==> config.mk <==
export PLATFORM = sky130hd
export DESIGN_NAME = occupancy_power_switch_control_top_flat
export DESIGN_NICKNAME = d
export VERILOG_FILES = /design/src/sv/ospc_pkg.sv /design/src/sv/ospc_in_if.sv /design/src/sv/ospc_out_if.sv /design/src/sv/ospc_cfg_regs.sv /design/src/sv/ospc_ctrl.sv /design/src/sv/occupancy_power_switch_control_top.sv /design/src/flat_wrapper.sv
export SDC_FILE = /design/constraint.sdc
export NUM_CORES = 1
export LEC_CHECK = 0
export BUFFER_PORTS_ARGS = -buffer_cell sky130_fd_sc_hd__buf_2
export CELL_PAD_IN_SITES_DETAIL_PLACEMENT = 0
export CELL_PAD_IN_SITES_GLOBAL_PLACEMENT = 2
export CORE_MARGIN = 2
export CORE_UTILIZATION = 42
export CTS_BUF_LIST = sky130_fd_sc_hd__clkbuf_2
export CTS_CLUSTER_SIZE = 28
export DETAILED_ROUTE_END_ITERATION = 8
export GPL_TIMING_DRIVEN = 0
export PLACE_DENSITY = 0.94
export REMOVE_ABC_BUFFERS = 1
export SLEW_MARGIN = 10
export SYNTH_ARGS = -nofsm -noshare
export SYNTH_HDL_FRONTEND = slang
export SYNTH_HIERARCHICAL = 1
export SYNTH_SLANG_ARGS = --single-unit
==> constraint.sdc <==
create_clock -name clk_i -period 14.4 [get_ports clk_i]
set_clock_uncertainty 0.15 [all_clocks]
set_input_delay 0.72 -clock clk_i [delete_from_list [all_inputs] [get_ports clk_i]]
set_output_delay 0.72 -clock clk_i [all_outputs]
set_load 0.05 [all_outputs]
==> src/sv/ospc_pkg.sv <==
// Package for the occupancy power switch control block.
// Holds widths, command and register codes, and the shared structs.
// No dependencies.
package ospc_pkg;

  // Default width of the seconds clock and the time stamps
  localparam int unsigned TIME_WIDTH_DEF = 32;

  // Widths of the configuration port
  localparam int unsigned CFG_IDX_W  = 2;
  localparam int unsigned CFG_DATA_W = 16;
  localparam int unsigned HOLD_W     = 16;

  // Register reset values
  localparam logic [HOLD_W-1:0] KEY_HOLD_RST  = HOLD_W'(60);
  localparam logic [HOLD_W-1:0] PRES_HOLD_RST = HOLD_W'(60);

  // Item command codes
  typedef enum logic [1:0] {
    CMD_KEY      = 2'd0,
    CMD_PRESENCE = 2'd1,
    CMD_REMOTE   = 2'd2,
    CMD_TICK     = 2'd3
  } cmd_e;

  // Remote requests; code 3 means nothing and is ignored
  typedef enum logic [1:0] {
    REM_INVALID = 2'd0,
    REM_ON      = 2'd1,
    REM_OFF     = 2'd2
  } remote_e;

  // Key debounce phases
  typedef enum logic [1:0] {
    PH_IDLE     = 2'd0,
    PH_FILTER   = 2'd1,
    PH_PRESSED  = 2'd2,
    PH_RELEASED = 2'd3
  } phase_e;

  // Configuration register indexes; index 3 is unused
  typedef enum logic [CFG_IDX_W-1:0] {
    REG_KEY_HOLD  = 2'd0,
    REG_PRES_HOLD = 2'd1,
    REG_REMOTE_EN = 2'd2
  } cfg_reg_e;

  // Configuration seen by the control logic
  typedef struct packed {
    logic [HOLD_W-1:0] key_hold;
    logic [HOLD_W-1:0] pres_hold;
    logic              remote_en;
  } ospc_cfg_t;

  // One input item
  typedef struct packed {
    logic [1:0] command;
    logic       key_level;
    logic       presence_level;
    logic [1:0] remote_cmd;
  } ospc_item_t;

  // One result item
  typedef struct packed {
    logic       power_drive;
    logic       switch_is_on;
    logic [1:0] key_phase_out;
    logic       presence_report;
    logic       off_accepted;
  } ospc_res_t;

endpackage

==> src/sv/ospc_in_if.sv <==
// Input item channel of the occupancy power switch control block.
// Valid/ready handshake with the item fields; no dependencies.
interface ospc_in_if;
  logic       valid;
  logic       ready;
  logic [1:0] command;
  logic       key_level;
  logic       presence_level;
  logic [1:0] remote_cmd;

  modport source (output valid, command, key_level, presence_level, remote_cmd,
                  input ready);
  modport sink   (input valid, command, key_level, presence_level, remote_cmd,
                  output ready);
endinterface

==> src/sv/ospc_out_if.sv <==
// Result item channel of the occupancy power switch control block.
// Valid/ready handshake with the result fields; no dependencies.
interface ospc_out_if;
  logic       valid;
  logic       ready;
  logic       power_drive;
  logic       switch_is_on;
  logic [1:0] key_phase_out;
  logic       presence_report;
  logic       off_accepted;

  modport source (output valid, power_drive, switch_is_on, key_phase_out,
                  presence_report, off_accepted, input ready);
  modport sink   (input valid, power_drive, switch_is_on, key_phase_out,
                  presence_report, off_accepted, output ready);
endinterface

==> src/sv/ospc_cfg_regs.sv <==
// Configuration registers of the occupancy power switch control block.
// Decodes the plain write port; depends on ospc_pkg.
module ospc_cfg_regs (
  input  logic                               clk_i,
  input  logic                               rst_ni,
  input  logic                               cfg_we_i,
  input  logic [ospc_pkg::CFG_IDX_W-1:0]     cfg_idx_i,
  input  logic [ospc_pkg::CFG_DATA_W-1:0]    cfg_wdata_i,
  output ospc_pkg::ospc_cfg_t                cfg_o
);
  import ospc_pkg::*;

  ospc_cfg_t cfg_q, cfg_d;

  // Register write decode; unused index is dropped
  always_comb begin
    cfg_d = cfg_q;
    if (cfg_we_i) begin
      unique case (cfg_reg_e'(cfg_idx_i))
        REG_KEY_HOLD:  cfg_d.key_hold  = cfg_wdata_i[HOLD_W-1:0];
        REG_PRES_HOLD: cfg_d.pres_hold = cfg_wdata_i[HOLD_W-1:0];
        REG_REMOTE_EN: cfg_d.remote_en = cfg_wdata_i[0];
        default: ;
      endcase
    end
  end

  always_ff @(posedge clk_i or negedge rst_ni) begin
    if (!rst_ni) begin
      cfg_q.key_hold  <= KEY_HOLD_RST;
      cfg_q.pres_hold <= PRES_HOLD_RST;
      cfg_q.remote_en <= 1'b0;
    end else begin
      cfg_q <= cfg_d;
    end
  end

  assign cfg_o = cfg_q;

endmodule

==> src/sv/ospc_ctrl.sv <==
// Switch control state and per-item update logic.
// Holds debounce phase, relay state, turn-on stamps and the seconds clock;
// depends on ospc_pkg.
module ospc_ctrl #(
  parameter int unsigned TimeWidth = ospc_pkg::TIME_WIDTH_DEF
) (
  input  logic                 clk_i,
  input  logic                 rst_ni,
  input  logic                 step_i,   // item in the input register is consumed
  input  ospc_pkg::ospc_item_t item_i,
  input  ospc_pkg::ospc_cfg_t  cfg_i,
  output ospc_pkg::ospc_res_t  res_o
);
  import ospc_pkg::*;

  // Compare width wide enough for both elapsed time and hold value
  localparam int unsigned CmpW = (TimeWidth > HOLD_W) ? TimeWidth : HOLD_W;

  phase_e               phase_q, phase_d;
  logic                 relay_q, relay_d;
  logic                 sw_on_q, sw_on_d;
  logic                 key_on_q, key_on_d;
  logic                 pres_on_q, pres_on_d;
  logic [TimeWidth-1:0] key_stamp_q, key_stamp_d;
  logic [TimeWidth-1:0] pres_stamp_q, pres_stamp_d;
  logic [TimeWidth-1:0] secs_q, secs_d;

  logic [TimeWidth-1:0] key_elapsed, pres_elapsed;
  logic                 key_over, pres_over;
  logic                 off_ok;
  logic                 report, accepted;

  // Wrapped elapsed time since each turn-on, strictly over the hold time
  assign key_elapsed  = secs_q - key_stamp_q;
  assign pres_elapsed = secs_q - pres_stamp_q;
  assign key_over     = CmpW'(key_elapsed)  > CmpW'(cfg_i.key_hold);
  assign pres_over    = CmpW'(pres_elapsed) > CmpW'(cfg_i.pres_hold);

  // Remote off: key turn-on takes priority over presence turn-on
  always_comb begin
    if (key_on_q) begin
      off_ok = key_over;
    end else if (pres_on_q) begin
      off_ok = pres_over;
    end else begin
      off_ok = 1'b1;
    end
  end

  // Next state for one item
  always_comb begin
    phase_d      = phase_q;
    relay_d      = relay_q;
    sw_on_d      = sw_on_q;
    key_on_d     = key_on_q;
    pres_on_d    = pres_on_q;
    key_stamp_d  = key_stamp_q;
    pres_stamp_d = pres_stamp_q;
    secs_d       = secs_q;
    report       = 1'b0;
    accepted     = 1'b0;

    case (cmd_e'(item_i.command))
      CMD_KEY: begin
        // Debounce: low level means pressed
        unique case (phase_q)
          PH_IDLE:     phase_d = item_i.key_level ? PH_IDLE     : PH_FILTER;
          PH_FILTER:   phase_d = item_i.key_level ? PH_IDLE     : PH_PRESSED;
          PH_PRESSED:  phase_d = item_i.key_level ? PH_RELEASED : PH_PRESSED;
          PH_RELEASED: phase_d = item_i.key_level ? PH_IDLE     : PH_FILTER;
          default:     phase_d = PH_IDLE;
        endcase
        if (phase_d == PH_RELEASED) begin
          sw_on_d     = 1'b1;
          relay_d     = 1'b1;
          key_on_d    = 1'b1;
          key_stamp_d = secs_q;
          report      = 1'b1;
        end
      end
      CMD_PRESENCE: begin
        if (item_i.presence_level) begin
          relay_d      = 1'b1;
          sw_on_d      = 1'b1;
          pres_on_d    = 1'b1;
          pres_stamp_d = secs_q;
        end
      end
      CMD_REMOTE: begin
        case (remote_e'(item_i.remote_cmd))
          REM_ON: begin
            if (cfg_i.remote_en) begin
              relay_d      = 1'b1;
              sw_on_d      = 1'b1;
              pres_on_d    = 1'b1;
              pres_stamp_d = secs_q;
            end
          end
          REM_OFF: begin
            if (off_ok) begin
              if (key_on_q) key_on_d = 1'b0;
              relay_d      = 1'b0;
              sw_on_d      = 1'b0;
              pres_on_d    = 1'b0;
              pres_stamp_d = secs_q;
              accepted     = 1'b1;
            end
          end
          default: ;
        endcase
      end
      default: begin
        // One second tick, wraps at the clock width
        secs_d = secs_q + TimeWidth'(1);
      end
    endcase
  end

  // State registers, updated once per consumed item
  always_ff @(posedge clk_i or negedge rst_ni) begin
    if (!rst_ni) begin
      phase_q      <= PH_IDLE;
      relay_q      <= 1'b0;
      sw_on_q      <= 1'b1;
      key_on_q     <= 1'b0;
      pres_on_q    <= 1'b0;
      key_stamp_q  <= '0;
      pres_stamp_q <= '0;
      secs_q       <= '0;
    end else if (step_i) begin
      phase_q      <= phase_d;
      relay_q      <= relay_d;
      sw_on_q      <= sw_on_d;
      key_on_q     <= key_on_d;
      pres_on_q    <= pres_on_d;
      key_stamp_q  <= key_stamp_d;
      pres_stamp_q <= pres_stamp_d;
      secs_q       <= secs_d;
    end
  end

  // Result reflects the state after the update
  assign res_o.power_drive     = relay_d;
  assign res_o.switch_is_on    = sw_on_d;
  assign res_o.key_phase_out   = phase_d;
  assign res_o.presence_report = report;
  assign res_o.off_accepted    = accepted;

endmodule

==> src/sv/occupancy_power_switch_control_top.sv <==
// Occupancy power switch control: relay control from key, presence detector
// and remote commands, paced by one-second tick items.
//
// Channels: in_i carries one item (command, key level, presence level, remote
// request); out_o returns exactly one result item per input item, in order.
// Both use valid/ready; an item moves on a clock edge with both high.
// Configuration: cfg_we_i/cfg_idx_i/cfg_wdata_i write the key hold time,
// the presence hold time and the remote-on enable; write only when idle.
//
// Order: an accepted item is held in the input register, and its result is
// then written to the result register and presented on out_o until taken.
// Throughput: one item per cycle while out_o.ready stays high; the whole
// update is one compare-and-subtract pass between the two registers.
// Stalls: when out_o.ready is low the result register holds; the input
// register still takes one more item, after which in_i.ready drops.
// Reset: rst_ni clears both registers' valid flags, the debounce phase, the
// relay, stamps and seconds clock; switch flag resets to on, holds to 60 s.
// Depends on ospc_pkg, ospc_in_if, ospc_out_if, ospc_cfg_regs and ospc_ctrl.
module occupancy_power_switch_control_top #(
  parameter int unsigned TimeWidth = ospc_pkg::TIME_WIDTH_DEF
) (
  input  logic                            clk_i,
  input  logic                            rst_ni,
  input  logic                            cfg_we_i,
  input  logic [ospc_pkg::CFG_IDX_W-1:0]  cfg_idx_i,
  input  logic [ospc_pkg::CFG_DATA_W-1:0] cfg_wdata_i,
  ospc_in_if.sink                         in_i,
  ospc_out_if.source                      out_o
);
  import ospc_pkg::*;

  ospc_cfg_t  cfg;
  ospc_item_t item_q, item_in;
  logic       item_vld_q, item_vld_d;
  ospc_res_t  res_comb, res_q;
  logic       res_vld_q, res_vld_d;
  logic       res_free, step, in_fire;

  // Handshake: result register free when empty or being taken
  assign res_free   = !res_vld_q || out_o.ready;
  assign step       = item_vld_q && res_free;
  assign in_i.ready = !item_vld_q || res_free;
  assign in_fire    = in_i.valid && in_i.ready;

  assign item_in.command        = in_i.command;
  assign item_in.key_level      = in_i.key_level;
  assign item_in.presence_level = in_i.presence_level;
  assign item_in.remote_cmd     = in_i.remote_cmd;

  assign item_vld_d = in_fire || (item_vld_q && !step);
  assign res_vld_d  = step || (res_vld_q && !out_o.ready);

  // Valid flags
  always_ff @(posedge clk_i or negedge rst_ni) begin
    if (!rst_ni) begin
      item_vld_q <= 1'b0;
      res_vld_q  <= 1'b0;
    end else begin
      item_vld_q <= item_vld_d;
      res_vld_q  <= res_vld_d;
    end
  end

  // Payload registers
  always_ff @(posedge clk_i) begin
    if (in_fire) item_q <= item_in;
    if (step)    res_q  <= res_comb;
  end

  ospc_cfg_regs u_cfg (
    .clk_i       (clk_i),
    .rst_ni      (rst_ni),
    .cfg_we_i    (cfg_we_i),
    .cfg_idx_i   (cfg_idx_i),
    .cfg_wdata_i (cfg_wdata_i),
    .cfg_o       (cfg)
  );

  ospc_ctrl #(
    .TimeWidth (TimeWidth)
  ) u_ctrl (
    .clk_i  (clk_i),
    .rst_ni (rst_ni),
    .step_i (step),
    .item_i (item_q),
    .cfg_i  (cfg),
    .res_o  (res_comb)
  );

  assign out_o.valid           = res_vld_q;
  assign out_o.power_drive     = res_q.power_drive;
  assign out_o.switch_is_on    = res_q.switch_is_on;
  assign out_o.key_phase_out   = res_q.key_phase_out;
  assign out_o.presence_report = res_q.presence_report;
  assign out_o.off_accepted    = res_q.off_accepted;

endmodule

==> src/flat_wrapper.sv <==
// flat-port wrapper written by rule: the top's interface ports become plain ports
module occupancy_power_switch_control_top_flat import ospc_pkg::*;
#(
  parameter int unsigned TimeWidth = ospc_pkg::TIME_WIDTH_DEF
)
  (clk_i, rst_ni, cfg_we_i, cfg_idx_i, cfg_wdata_i, in_i_valid, in_i_command, in_i_key_level, in_i_presence_level, in_i_remote_cmd, in_i_ready, out_o_valid, out_o_power_drive, out_o_switch_is_on, out_o_key_phase_out, out_o_presence_report, out_o_off_accepted, out_o_ready);
  ospc_in_if in_i_i ();
  ospc_out_if out_o_i ();
  input  logic clk_i;
  input  logic rst_ni;
  input  logic cfg_we_i;
  input  logic [ospc_pkg::CFG_IDX_W-1:0] cfg_idx_i;
  input  logic [ospc_pkg::CFG_DATA_W-1:0] cfg_wdata_i;
  input wire logic [$bits(in_i_i.valid)-1:0] in_i_valid;
  input wire logic [$bits(in_i_i.command)-1:0] in_i_command;
  input wire logic [$bits(in_i_i.key_level)-1:0] in_i_key_level;
  input wire logic [$bits(in_i_i.presence_level)-1:0] in_i_presence_level;
  input wire logic [$bits(in_i_i.remote_cmd)-1:0] in_i_remote_cmd;
  output wire logic [$bits(in_i_i.ready)-1:0] in_i_ready;
  output wire logic [$bits(out_o_i.valid)-1:0] out_o_valid;
  output wire logic [$bits(out_o_i.power_drive)-1:0] out_o_power_drive;
  output wire logic [$bits(out_o_i.switch_is_on)-1:0] out_o_switch_is_on;
  output wire logic [$bits(out_o_i.key_phase_out)-1:0] out_o_key_phase_out;
  output wire logic [$bits(out_o_i.presence_report)-1:0] out_o_presence_report;
  output wire logic [$bits(out_o_i.off_accepted)-1:0] out_o_off_accepted;
  input wire logic [$bits(out_o_i.ready)-1:0] out_o_ready;
  assign in_i_i.valid = in_i_valid;
  assign in_i_i.command = in_i_command;
  assign in_i_i.key_level = in_i_key_level;
  assign in_i_i.presence_level = in_i_presence_level;
  assign in_i_i.remote_cmd = in_i_remote_cmd;
  assign in_i_ready = in_i_i.ready;
  assign out_o_valid = out_o_i.valid;
  assign out_o_power_drive = out_o_i.power_drive;
  assign out_o_switch_is_on = out_o_i.switch_is_on;
  assign out_o_key_phase_out = out_o_i.key_phase_out;
  assign out_o_presence_report = out_o_i.presence_report;
  assign out_o_off_accepted = out_o_i.off_accepted;
  assign out_o_i.ready = out_o_ready;
  occupancy_power_switch_control_top #(.TimeWidth(TimeWidth)) u_core (.clk_i(clk_i), .rst_ni(rst_ni), .cfg_we_i(cfg_we_i), .cfg_idx_i(cfg_idx_i), .cfg_wdata_i(cfg_wdata_i), .in_i(in_i_i), .out_o(out_o_i));
endmodule
==> results.txt, run 1 <==
The maximum VDD drop came out at 0.0767 mV. The power density over cell area came out at 160 nW/µm². The highest layer touched by signal routing is met4. The routed wire length on met3 came out at 763 µm. The cell area after layout is 12600 µm². The top cell type by total area after synthesis is sky130_fd_sc_hd__dfrtp_1. In this run the worst hold path is classified as primary input to flop. Pin placement for this block handled 37 I/O pins. Traced cell by cell, the critical path runs through inv_1 -> fa_1 -> nand2b_1 -> a21o_1 -> nand2_1 -> and2_1 -> a41oi_1 -> nor3_1 -> nor3_1 -> nor3_1 -> ha_1 -> a21oi_1 -> nand2_1 -> a2111o_1 -> o31ai_1 -> and4b_1 -> nand4_1 -> nor4_2 -> nor2_2 -> o21ai_4 -> buf_12 -> mux2_4. The start-to-end type of the worst setup path is flop to flop.

The instance count of the mapped netlist is 1267. The quantity of gates resized following cts came out at 0. The fraction of the cycle the final worst path needs is 48.6%. The async set-or-reset flop fraction in the synthesized netlist came out at 91.9%. The number of buffers created by CTS is 17. The capturing element type of the critical path is a flop.

The met2 wirelength from detailed routing came out at 13.0 mm. The quantity of I/O buffers inserted on ports is 36. The internal reg-to-reg setup slack came out at 7410 ps.

The via count of the first global-routing pass came out at 9205. Across the whole layout, storage elements account for 3800 µm². The transition time at the pin with the least slew margin is 1110 ps. The count of maximum capacitance violations is 0. Measured along the y axis, the die boundary spans 171 µm. The final-stage net count came out at 1431. STA classifies the critical path startpoint as a flop. The number of endpoints failing setup at the final stage came out at 0. The detailed-route via count came out at 9368. The number of fill cells came out at 2682.

Dividing the detail-routed via count by the number of cells gives 5.55. The CTS clock-pin slew for the worst setup and hold paths came out at 280 ps. The HPWL after detailed placement is 22.4 mm.

The wire length of the first global-routing pass came out at 46.9 mm. For this design the static power due to leakage is 6.15 nW. The insertion delay to the later sink of the worst-skew pair came out at 720 ps. The multi-input combinational cells in the finished layout cover a total of 7270 µm².

After synthesis, the cell types taking the most area are sky130_fd_sc_hd__dfrtp_1, sky130_fd_sc_hd__ha_1, sky130_fd_sc_hd__mux2_2. The synthesis-to-finish area growth is 7.22%. The flow ran to the end, and the final reports show no timing, DRC or antenna violations. The sum of routed wire length over all layers is 28.5 mm. The maximum single-stage delay on the critical path came out at 630 ps. The cell area after technology mapping came out at 11800 µm².

The final number of max-transition violations came to 0. The highest clock rate is 143 MHz. The floorplan step defined a die boundary enclosing 29400 µm².

The remaining antenna violation count after routing came out at 0. The critical path's most frequent cell is sky130_fd_sc_hd__nor3_1. The number of synthesized register bits is 149. For this run, the total global-route usage over all layers was measured as 20.2%. The number of antenna violations at the first check in global routing was 1. The distinct cell type count after synthesis came out at 92. The sink count of the clock tree is 149. Dividing the detail-routed wire length by the instance count gives 16.9 µm. The pin count of the biggest net entering global routing came out at 75. The sum of negative setup slack is 0 ps.

Among all flip-flop cells after synthesis, the most frequent one is sky130_fd_sc_hd__dfrtp_1. The number of failing hold endpoints at the final stage is 0. The placed instances occupy a cell area of 12300 µm². The slowest stage of the critical path belongs to the cell sky130_fd_sc_hd__o21ai_4. The number of design rule violations left after detail routing is 0.

The met1 layer wirelength in the final routing is 14.1 mm. The deepest clock path buffer count is 2. The buffer cell driving the clock tree root is sky130_fd_sc_hd__clkbuf_2. The iteration-0 DRC count of the detailed router is 662. The number of warning messages in the yosys log is 6. In this run the horizontal extent of the chip is 171 µm. The peak fanout along the critical path is 20. The detailed-router iteration count before antenna repair is 5. The remaining global-route overflow came out at 0. Sequential elements use 32.3% of the synthesized area. Measured against its own limit, the worst slew margin works out to 25.0%. Once the floorplan was initialized, standard cells occupied 42.5% of the core. The maximum level of the CTS H-tree is 4. The number of flops mapped to enable cells by yosys is 12. The average footprint of a synthesized cell is 9.30 µm². The smallest clock period supported by the final layout is computed as 6990 ps. Setup repair after global routing left no endpoint under its margin. The standard-cell row count is 61. The area share of the largest cell type after synthesis came out at 27.2%. The area of the core came out at 27700 µm². For the worst setup path, the data arrival time is 7440 ps.

The congestion estimate from routability-driven global placement came to 0.890. The fraction of layout cells with a size suffix above 1 is 16.0%. The required time reported for the critical path endpoint came out at 14850 ps. TritonCTS built the clock tree.
==> timing repair <==
action,4_1_cts,5_1_grt
buffers inserted,0,0
hold buffers,8,3
hold endpoints to repair,61,4
==> registers in the layout, indices dropped and copies added (netlist names), 2 cells and up <==
register                    cells
u_core/u_ctrl/pres_stamp_q     32
u_core/u_cfg/cfg_o             33
u_core/u_ctrl/secs_q           32
u_core/u_ctrl/key_stamp_q      32
u_core/item_q                   6
u_core/u_ctrl/phase_q           2
u_core/out_o.key_phase_out      2
==> synth_stat cells (14+ instances only) <==
master / instances
sky130_fd_sc_hd__clkbuf_1: 14
sky130_fd_sc_hd__o211ai_1: 21
sky130_fd_sc_hd__xor2_1: 18
sky130_fd_sc_hd__dfrtp_1: 128
sky130_fd_sc_hd__a21oi_1: 80
sky130_fd_sc_hd__mux2_2: 70
sky130_fd_sc_hd__nand4_1: 36
sky130_fd_sc_hd__xnor2_1: 46
sky130_fd_sc_hd__ha_1: 104
sky130_fd_sc_hd__nand2_1: 94
sky130_fd_sc_hd__nor2_1: 74
sky130_fd_sc_hd__nor3_1: 24
sky130_fd_sc_hd__mux2_4: 29
sky130_fd_sc_hd__o21ai_0: 53
sky130_fd_sc_hd__a21o_1: 23
sky130_fd_sc_hd__nand3_1: 33
sky130_fd_sc_hd__o21a_1: 19
sky130_fd_sc_hd__and3_1: 18
sky130_fd_sc_hd__mux2i_1: 15
sky130_fd_sc_hd__inv_1: 128
==> path summary, 6_finish.rpt <==
path	endpoint	cells after the start	from
setup / recovery	u_core/u_ctrl/pres_stamp_q[18]$_DFFE_PN0P_	22	u_core/u_ctrl/secs_q[1]$_DFFE_PN0P_
hold / removal	u_core/u_cfg/cfg_o[7]$_DFFE_PN0P_	2	cfg_wdata_i[6]
setup reg to reg	u_core/u_ctrl/pres_stamp_q[18]$_DFFE_PN0P_	22	u_core/u_ctrl/secs_q[1]$_DFFE_PN0P_
hold reg to reg	u_core/u_ctrl/key_stamp_q[1]$_DFFE_PN0P_	2	u_core/u_ctrl/key_stamp_q[1]$_DFFE_PN0P_
max in group asynchronous	u_core/u_ctrl/key_stamp_q[24]$_DFFE_PN0P_	3	rst_ni
min in group asynchronous	u_core/u_ctrl/phase_q[0]$_DFFE_PN0P_	2	rst_ni
==> routing by layer <==
metal  vias to the layer above  global-route usage (%)
met5                         -                       0
met4                         0                    5.93
met3                        38                    2.46
met2                       150                    32.2
met1                      4530                    28.7
li1                       4650                       -
==> layout make-up <==
type / instances / share of cell area (%)
Clock buffer: 18 / 0.713
Antenna cell: 1 / 0.0198
Timing Repair Buffer: 49 / 2.72
Inverter: 128 / 3.80
Tap cell: 378 / 3.74
Multi-Input combinational cell: 951 / 57.6
Clock inverter: 14 / 1.35
Sequential cell: 149 / 30.1
==> cells by family (layout without fill, tap and decap cells) <==
| kind of cell | Yosys count | in the layout | synth area share [%] |
|---|---|---|---|
| AOI/OAI and AO/OA | 305 | 305 | 17.9 |
| xor gates and xnor gates | 64 | 64 | 4.76 |
| adders and majority gates | 106 | 106 | 11.4 |
| buffers and inverters | 167 | 209 | 6.04 |
| DFF | 149 | 149 | 32.3 |
| muxes | 114 | 114 | 11.7 |
| other | 0 | 1 | 0 |
| and+or+nand+nor | 362 | 362 | 16.0 |
==> worst max-delay path, delay by kind of cell, from the launching register on <==
kind	cells	cell delay, ps
AO/OA/AOI/OAI	6	2230
buffers and inverters	2	480
adder cells (fa/ha/maj)	2	800
flip-flops	1	600
multiplexers	1	320
AND/OR/NAND/NOR	11	2270
==> placed cells by master (no fill, tap or decap), drive strengths merged, types with 5 or more instances in the layout <==
cell type,instances
inv,134
xnor2,46
nand3b,5
a211o,7
nor2,75
o21a,19
a21oi,82
or3,6
nor2b,9
mux2i,15
clkbuf,18
o21ai,58
a211oi,11
nand3,33
dlygate4sd3,11
and3,18
o21bai,11
a21o,25
buf,38
o22ai,6
xor2,18
mux2,99
nor4,7
nand2b,12
clkinv,5
or2,7
a2111oi,8
nand4,36
and4,7
o31ai,6
and2,12
or4,6
dfstp,9
edfxtp,12
dfrtp,128
nand2,94
o211ai,21
ha,104
a31oi,11
nor3,25
==> per-stage QoR <==
| stage | util, % | hold WS [ps] | cells | power [mW] | setup slack (ps) |
|---|---|---|---|---|---|
| 2_1_floorplan | - | 274 | 1228 | 1.46 | 8850 |
| 3_3_place_gp | 44.0 | 314 | 1642 | 1.75 | 7120 |
| 3_5_place_dp | 44.2 | 320 | 1644 | 1.77 | 7500 |
| 4_1_cts | 45.5 | 3.31 | 1684 | 2.04 | 7390 |
| 5_1_grt | 45.6 | 2.18 | 1688 | 2.20 | 7090 |
| 6_report | 45.6 | 104 | 1688 | 2.02 | 7410 |
==> power breakdown <==
group | leakage, nW | switching, mW | total, mW | internal (mW)
registers | 1.92 | 0.0362 | 0.508 | 0.472
logic | 4.08 | 0.697 | 1.26 | 0.560
clock network | 0.156 | 0.171 | 0.258 | 0.0866
Note: power is estimated with default switching activity, not from simulation.
==> run 2: changes to the inputs <==
Clock period 14.4 ns to 7.1 ns, I/O delays scaled along.
==> run 2 against run 1 <==
Effect of this change: register-to-register slack got worse by 6900 ps; routed wire length is 2.5% higher; die area did not move; total power grew 100%; via count grew 1.8%; utilization is 1.0 points higher; highest routed layer is now met5.
==> results.txt, run 2 (same netlist as run 1, synthesis figures left out) <==
Outcome: finished, final reports clean (unchanged). The required time reported for the critical path endpoint came to 7550 ps (was 14850 ps). The overall global routing resource usage was 20.6% (was 20.2%). Commonest cells after routing, fill and taps aside: sky130_fd_sc_hd__dfrtp_1, sky130_fd_sc_hd__inv_1, sky130_fd_sc_hd__ha_1 (unchanged).

The capturing element type of the critical path is a flop (unchanged). The chip width came out at 171 µm (unchanged). The area of the core came out at 27700 µm² (unchanged).

The final-stage net count came out at 1459 (was 1431). The maximum level of the CTS H-tree is 4 (unchanged). The final number of max-transition violations came out at 0 (unchanged).

The cell area after layout was 12900 µm² (was 12600 µm²). The power density over cell area came out at 320 nW/µm² (was 160 nW/µm²). The deepest clock path buffer count was 2 (unchanged). The shortest period the worst path allows was 6630 ps (was 6990 ps). The detailed-router iteration count before antenna repair is 7 (was 5).

The highest clock rate is 151 MHz (was 143 MHz). The area occupied by registers was 3800 µm² (unchanged). The area of placed instances came to 12300 µm² (unchanged). The peak fanout along the critical path came out at 20 (unchanged). The routability congestion estimate from global placement is 0.890 (unchanged).

RSZ-0062 raised after global routing: no (unchanged). The sequential group share of total power is 24.9% (was 25.1%). The flip-flop count of the largest register after layout came out at 33 (unchanged). The area of the die came out at 29400 µm² (unchanged). The wire length of the first global-routing pass came out at 47.7 mm (was 46.9 mm).

The number of buffers created by CTS is 17 (unchanged). The remaining global-route overflow came to 0 (unchanged). The fraction of the cycle the final worst path needs was 93.4% (was 48.6%). The count of maximum capacitance violations is 0 (unchanged). The sink count of the clock tree is 149 (unchanged). The quantity of I/O buffers inserted on ports was 36 (unchanged). The reported leakage power came to 6.27 nW (was 6.15 nW). The buffer cell driving the clock tree root is sky130_fd_sc_hd__clkbuf_2 (unchanged). The via count of the first global-routing pass is 9350 (was 9205). The number of failing hold endpoints at the final stage was 0 (unchanged). The maximum VDD drop came out at 0.163 mV (was 0.0767 mV). The sum of negative setup slack was 0 ps (unchanged). The vertical die dimension was 171 µm (unchanged). The detailed-route via count came to 9534 (was 9368). The transition time at the pin with the least slew margin is 820 ps (was 1110 ps). The number of fill cells is 2644 (was 2682). The uppermost layer routed is met5 (was met4).

The relative contribution of the clock network to total power is 12.6% (was 12.7%). The starting density of the core is 42.5% (unchanged). The setup slack after layout came out at 469 ps (was 7410 ps). The insertion delay to the later sink of the worst-skew pair came to 720 ps (about the same). The remaining antenna violation count after routing came to 0 (unchanged). The worst setup slack before clock tree synthesis is 195 ps (was 7500 ps). The switching share of power was 44.7% (about the same).

The routed via count divided by cell count is 5.55 (about the same). The sum of routed wire length over all layers came to 29.2 mm (was 28.5 mm). The iteration-0 DRC count of the detailed router came out at 673 (was 662).

The arrival time reported for the critical path endpoint was 7080 ps (was 7440 ps). The start-to-end type of the worst setup path is flop to flop (unchanged). The net switching power figure came out at 1.85 mW (was 0.904 mW). The number of endpoints failing setup at the final stage came out at 0 (unchanged). The met2 wirelength from detailed routing came out at 13.3 mm (was 13.0 mm). The area taken by multi-input logic gates was 7280 µm² (was 7270 µm²). The post-layout utilization of the core came out at 46.6% (was 45.6%). The class of the tightest hold or removal check is primary input to flop (unchanged). The routed wire length on met3 came to 994 µm (was 763 µm). The sum of net half-perimeters after detailed placement was 22.4 mm (unchanged). The max-slew headroom at the worst pin is 45.1% (was 25.0%). The proportion of power drawn by combinational gates is 62.4% (was 62.2%). The synthesis-to-finish area growth is 9.63% (was 7.22%). The number of antenna violations at the first check in global routing is 3 (was 1). The standard-cell row count is 61 (unchanged). The count of boundary I/O pins came out at 37 (unchanged). The average detailed-routed wire length per instance is 17.0 µm (was 16.9 µm). The number of design rule violations left after detail routing was 0 (unchanged). The kind of start point of the critical path was a flop (unchanged). The fraction of layout cells with a size suffix above 1 came out at 16.3% (was 16.0%). The pin count of the biggest net entering global routing is 75 (unchanged). The met1 layer wirelength in the final routing came out at 14.1 mm (about the same). The CTS clock-pin slew for the worst setup and hold paths is 280 ps (about the same).

The CTS tree is done (unchanged). The internal power came out at 2.28 mW (was 1.12 mW).
-- run 2: cell types whose count changed in the layout (fill, tap and decap cells not counted), sizes merged --
cell	delta
buf	+7
diode	+1
dlygate4sd3	+21
-- run 2: final cells by class --
| cell class | instances | share of cell area [%] |
|---|---|---|
| multi-input combinational | 951 | 56.3 |
| timing repair buffer | 77 | 4.80 |
| clock buffer | 18 | 0.698 |
| antenna | 2 | 0.0388 |
| inverter | 128 | 3.72 |
| sequential | 149 | 29.4 |
| tap | 378 | 3.66 |
| clock inverter | 14 | 1.32 |
-- run 2: repair_timing --
action / in CTS / in global routing
hold buffers: 33 / 0
endpoints found under the hold margin: 178 / 0
gates resized for setup: 0 / 1
setup endpoints to repair: 0 / 21
buffers inserted: 0 / 6
-- run 2: stage by stage --
stage / hold slack [ps] / cells / total power, mW
after floorplan: -90.6 / 1228 / 2.97
after CTS: 126 / 1709 / 4.14
after global placement: 314 / 1642 / 3.54
after detailed placement: 263 / 1644 / 3.58
final: 199 / 1717 / 4.13
after global routing: 96.5 / 1717 / 4.49
-- run 2: path summary, 6_finish.rpt --
kind / startpoint / endpoint / slack, ps / depth (start not counted)
max in group asynchronous: rst_ni / u_core/u_ctrl/key_stamp_q[24]$_DFFE_PN0P_ / 5600 / 4
min in group asynchronous: rst_ni / u_core/u_ctrl/secs_q[2]$_DFFE_PN0P_ / 500 / 3
min reg2reg: u_core/u_ctrl/key_stamp_q[1]$_DFFE_PN0P_ / u_core/u_ctrl/key_stamp_q[1]$_DFFE_PN0P_ / 370 / 2
max reg2reg: u_core/u_ctrl/secs_q[1]$_DFFE_PN0P_ / u_core/u_ctrl/pres_stamp_q[18]$_DFFE_PN0P_ / 470 / 22
min: in_i_key_level / u_core/item_q[3]$_DFFE_PP_ / 200 / 2
max: u_core/u_ctrl/secs_q[1]$_DFFE_PN0P_ / u_core/u_ctrl/pres_stamp_q[18]$_DFFE_PN0P_ / 470 / 22
-- run 2: layer usage --
| metal | up-vias | GRT usage (%) |
|---|---|---|
| met5 | - | 0 |
| met1 | 4599 | 28.6 |
| met4 | 6 | 6.26 |
| li1 | 4714 | - |
| met3 | 48 | 3.27 |
| met2 | 167 | 32.9 |
-- run 2: critical path: stages, from the launching register on --
cell and delay, ps:
sky130_fd_sc_hd__dfrtp_1 600, sky130_fd_sc_hd__inv_1 210, sky130_fd_sc_hd__fa_1 480, sky130_fd_sc_hd__nand2b_1 180, sky130_fd_sc_hd__a21o_1 260, sky130_fd_sc_hd__nand2_1 130
sky130_fd_sc_hd__and2_1 160, sky130_fd_sc_hd__a41oi_1 180, sky130_fd_sc_hd__nor3_1 230, sky130_fd_sc_hd__nor3_1 60, sky130_fd_sc_hd__nor3_1 290, sky130_fd_sc_hd__ha_1 330
sky130_fd_sc_hd__a21oi_1 150, sky130_fd_sc_hd__nand2_1 80, sky130_fd_sc_hd__a2111o_1 400, sky130_fd_sc_hd__o31ai_1 600, sky130_fd_sc_hd__and4b_1 300, sky130_fd_sc_hd__nand4_1 130
sky130_fd_sc_hd__nor4_2 590, sky130_fd_sc_hd__nor2_2 110, sky130_fd_sc_hd__o21ai_4 310, sky130_fd_sc_hd__buf_12 240, sky130_fd_sc_hd__mux2_4 320
-- run 2: power groups by stage --
stage | clock, mW | sequential, mW | combinational, mW
4_1_cts | 0.544 | 1.03 | 2.57
6_report | 0.522 | 1.03 | 2.58
3_5_place_dp | 0 | 1.05 | 2.54
2_1_floorplan | 0 | 1.04 | 1.92
3_3_place_gp | 0 | 1.04 | 2.50
5_1_grt | 0.584 | 1.04 | 2.86
==> run 3: changes to the inputs <==
Settings changed: CELL_PAD_IN_SITES_DETAIL_PLACEMENT 0 to default, CELL_PAD_IN_SITES_GLOBAL_PLACEMENT 2 to default, PLACE_DENSITY 0.94 to 0.67.
==> run 3 against run 2 <==
Effect of this change: via count is 0.14% higher; clock power is 7.1% lower; cell area is 0.16% lower; cell count is 0.12% lower; count of clock-buffer cells in the layout stayed put; sequential power hardly changed; die area stayed put; setup slack worse by 90 ps.
==> results.txt, run 3 (same netlist as run 1, synthesis figures left out) <==
The remaining global-route overflow is 0 (unchanged). The peak fanout along the critical path is 5 (was 20). The shortest period the worst path allows came out at 6720 ps (was 6630 ps). The final number of max-transition violations came out at 0 (unchanged). The maximum VDD drop came to 0.219 mV (was 0.163 mV). The worst setup slack before clock tree synthesis is 258 ps (was 195 ps). The maximum level of the CTS H-tree was 4 (unchanged). The synthesis-to-finish area growth came out at 9.45% (was 9.63%). The reported leakage power came out at 6.26 nW (was 6.27 nW). The area of the die is 29400 µm² (unchanged). The sum of routed wire length over all layers came out at 28.8 mm (was 29.2 mm). The quantity of I/O buffers inserted on ports is 36 (unchanged). The flip-flop count of the largest register after layout came out at 33 (unchanged).

The chip width is 171 µm (unchanged). The setup slack after layout is 379 ps (was 469 ps). The capturing element type of the critical path is a flop (unchanged). The worst hold-check slack is 200 ps (was 199 ps).

The class of the tightest hold or removal check is primary input to flop (unchanged). Commonest cells after routing, fill and taps aside: sky130_fd_sc_hd__dfrtp_1, sky130_fd_sc_hd__inv_1, sky130_fd_sc_hd__ha_1 (unchanged). The overall global routing resource usage is 20.1% (was 20.6%). The detailed-router iteration count before antenna repair came out at 7 (unchanged). The starting density of the core came to 42.5% (unchanged). The number of endpoints failing setup at the final stage came to 0 (unchanged). The average detailed-routed wire length per instance is 16.8 µm (was 17.0 µm). The start-to-end type of the worst setup path is flop to flop (unchanged).

The detailed-route via count came out at 9547 (was 9534). The buffer cell driving the clock tree root is sky130_fd_sc_hd__clkbuf_2 (unchanged). The CTS tree was done (unchanged). The sequential group share of total power came out at 24.9% (about the same).

The pin count of the biggest net entering global routing came out at 89 (was 75). The number of buffers created by CTS is 17 (unchanged). The proportion of power drawn by combinational gates came out at 63.4% (was 62.4%). The number of placed instances, taps included is 1644 (unchanged). The highest clock rate is 149 MHz (was 151 MHz).

The area of placed instances came out at 12300 µm² (unchanged). RSZ-0062 raised after global routing: no (unchanged). The max-slew headroom at the worst pin came out at 46.6% (was 45.1%). The total chip power came out at 4.14 mW (was 4.13 mW). The routed via count divided by cell count was 5.57 (was 5.55). The power density over cell area is 321 nW/µm² (was 320 nW/µm²). Outcome: finished, final reports clean (unchanged). The internal power came out at 2.25 mW (was 2.28 mW). The routability congestion estimate from global placement was 0.943 (was 0.890). The CTS clock-pin slew for the worst setup and hold paths is 280 ps (about the same). The iteration-0 DRC count of the detailed router came out at 641 (was 673). The cell area after layout came out at 12900 µm² (about the same). The fraction of the cycle the final worst path needs came out at 94.7% (was 93.4%).

The final-stage net count came out at 1456 (was 1459). The insertion delay to the later sink of the worst-skew pair is 740 ps (was 720 ps). The count of maximum capacitance violations came out at 0 (unchanged).

The via count of the first global-routing pass came out at 9414 (was 9350). The transition time at the pin with the least slew margin is 798 ps (was 820 ps). The number of failing hold endpoints at the final stage came out at 0 (unchanged). The vertical die dimension came out at 171 µm (unchanged). The required time reported for the critical path endpoint came out at 7540 ps (was 7550 ps). The wire length of the first global-routing pass is 47.3 mm (was 47.7 mm). The non-filler instance count after layout came out at 1715 (was 1717). The sum of net half-perimeters after detailed placement came out at 22.0 mm (was 22.4 mm). The standard-cell row count came out at 61 (unchanged).

The net switching power figure is 1.90 mW (was 1.85 mW). The deepest clock path buffer count came out at 2 (unchanged). The sink count of the clock tree came out at 149 (unchanged).

The fraction of layout cells with a size suffix above 1 is 16.2% (was 16.3%). The arrival time reported for the critical path endpoint is 7160 ps (was 7080 ps). The kind of start point of the critical path is a flop (unchanged).

The count of boundary I/O pins came to 37 (unchanged). The area of the core is 27700 µm² (unchanged). The remaining antenna violation count after routing is 0 (unchanged). The relative contribution of the clock network to total power came out at 11.7% (was 12.6%). The number of design rule violations left after detail routing came out at 0 (unchanged).

The number of antenna violations at the first check in global routing came out at 2 (was 3). The switching share of power was 45.7% (was 44.7%).
-- run 3: power by group through the flow --
| stage | combinational [mW] | clock (mW) | sequential (mW) |
|---|---|---|---|
| 2_1_floorplan | 1.92 | 0 | 1.04 |
| 3_3_place_gp | 2.49 | 0 | 1.04 |
| 3_5_place_dp | 2.54 | 0 | 1.05 |
| 4_1_cts | 2.58 | 0.506 | 1.03 |
| 5_1_grt | 2.89 | 0.550 | 1.04 |
| 6_report | 2.63 | 0.485 | 1.03 |
-- run 3: cell type report --
type	instances	area, µm²
well taps	378	473
repair buffers	74	614
fillers	2571	14800
flip-flops and latches	149	3800
diodes	3	7.51
inverters	128	480
clock inverters	14	143
multi-input cells	951	7280
clock buffers	18	90.1
-- run 3: stage by stage --
step	TNS, ps	utilization, %
3_5_place_dp	0	44.2
5_1_grt	0	46.5
2_1_floorplan	0	-
6_report	0	46.5
3_3_place_gp	-605	44.0
4_1_cts	0	46.3
-- run 3: final timing paths --
kind	end	slack [ps]	startpoint	cells after the start
setup / recovery	u_core/u_ctrl/pres_on_q$_DFFE_PN0P_	380	u_core/u_ctrl/secs_q[0]$_DFFE_PN0P_	22
hold / removal	u_core/u_cfg/cfg_o[3]$_DFFE_PN1P_	200	cfg_idx_i[0]	3
setup reg to reg	u_core/u_ctrl/pres_on_q$_DFFE_PN0P_	380	u_core/u_ctrl/secs_q[0]$_DFFE_PN0P_	22
hold reg to reg	u_core/u_ctrl/key_stamp_q[1]$_DFFE_PN0P_	370	u_core/u_ctrl/key_stamp_q[1]$_DFFE_PN0P_	2
max in group asynchronous	u_core/u_ctrl/key_stamp_q[19]$_DFFE_PN0P_	5730	rst_ni	4
min in group asynchronous	u_core/u_cfg/cfg_o[19]$_DFFE_PN1P_	560	rst_ni	3
-- run 3: timing repair --
| item | in CTS | in global routing |
|---|---|---|
| gates resized for setup | 0 | 1 |
| setup buffers | 0 | 4 |
| setup endpoints to repair | 0 | 29 |
| hold buffers | 32 | 0 |
| hold endpoints to repair | 181 | 0 |
-- run 3: critical path, stage by stage (launching register included) --
cell and delay, ps:
sky130_fd_sc_hd__dfrtp_1 500, sky130_fd_sc_hd__inv_1 100, sky130_fd_sc_hd__ha_1 220, sky130_fd_sc_hd__fa_1 420
sky130_fd_sc_hd__nand2b_1 220, sky130_fd_sc_hd__a21o_1 270, sky130_fd_sc_hd__nand2_1 130, sky130_fd_sc_hd__and2_1 170
sky130_fd_sc_hd__a41oi_1 170, sky130_fd_sc_hd__nor3_1 250, sky130_fd_sc_hd__nor3_1 90, sky130_fd_sc_hd__nor3_1 290
sky130_fd_sc_hd__ha_1 330, sky130_fd_sc_hd__a21oi_1 170, sky130_fd_sc_hd__nand2_1 90, sky130_fd_sc_hd__a2111o_1 400
sky130_fd_sc_hd__o31ai_1 630, sky130_fd_sc_hd__nand3_1 120, sky130_fd_sc_hd__or4_1 550, sky130_fd_sc_hd__nor4_2 650
sky130_fd_sc_hd__o21bai_1 260, sky130_fd_sc_hd__nor4b_1 290, sky130_fd_sc_hd__a211oi_1 90
-- run 3: metal layers --
metal | share of wire (%) | up-vias | GRT usage, %
met5 | 0 | - | 0
met4 | 2.9 | 0 | 7.44
met3 | 4.6 | 46 | 3.82
met2 | 47 | 207 | 33.6
met1 | 46 | 4574 | 25.9
li1 | - | 4720 | -
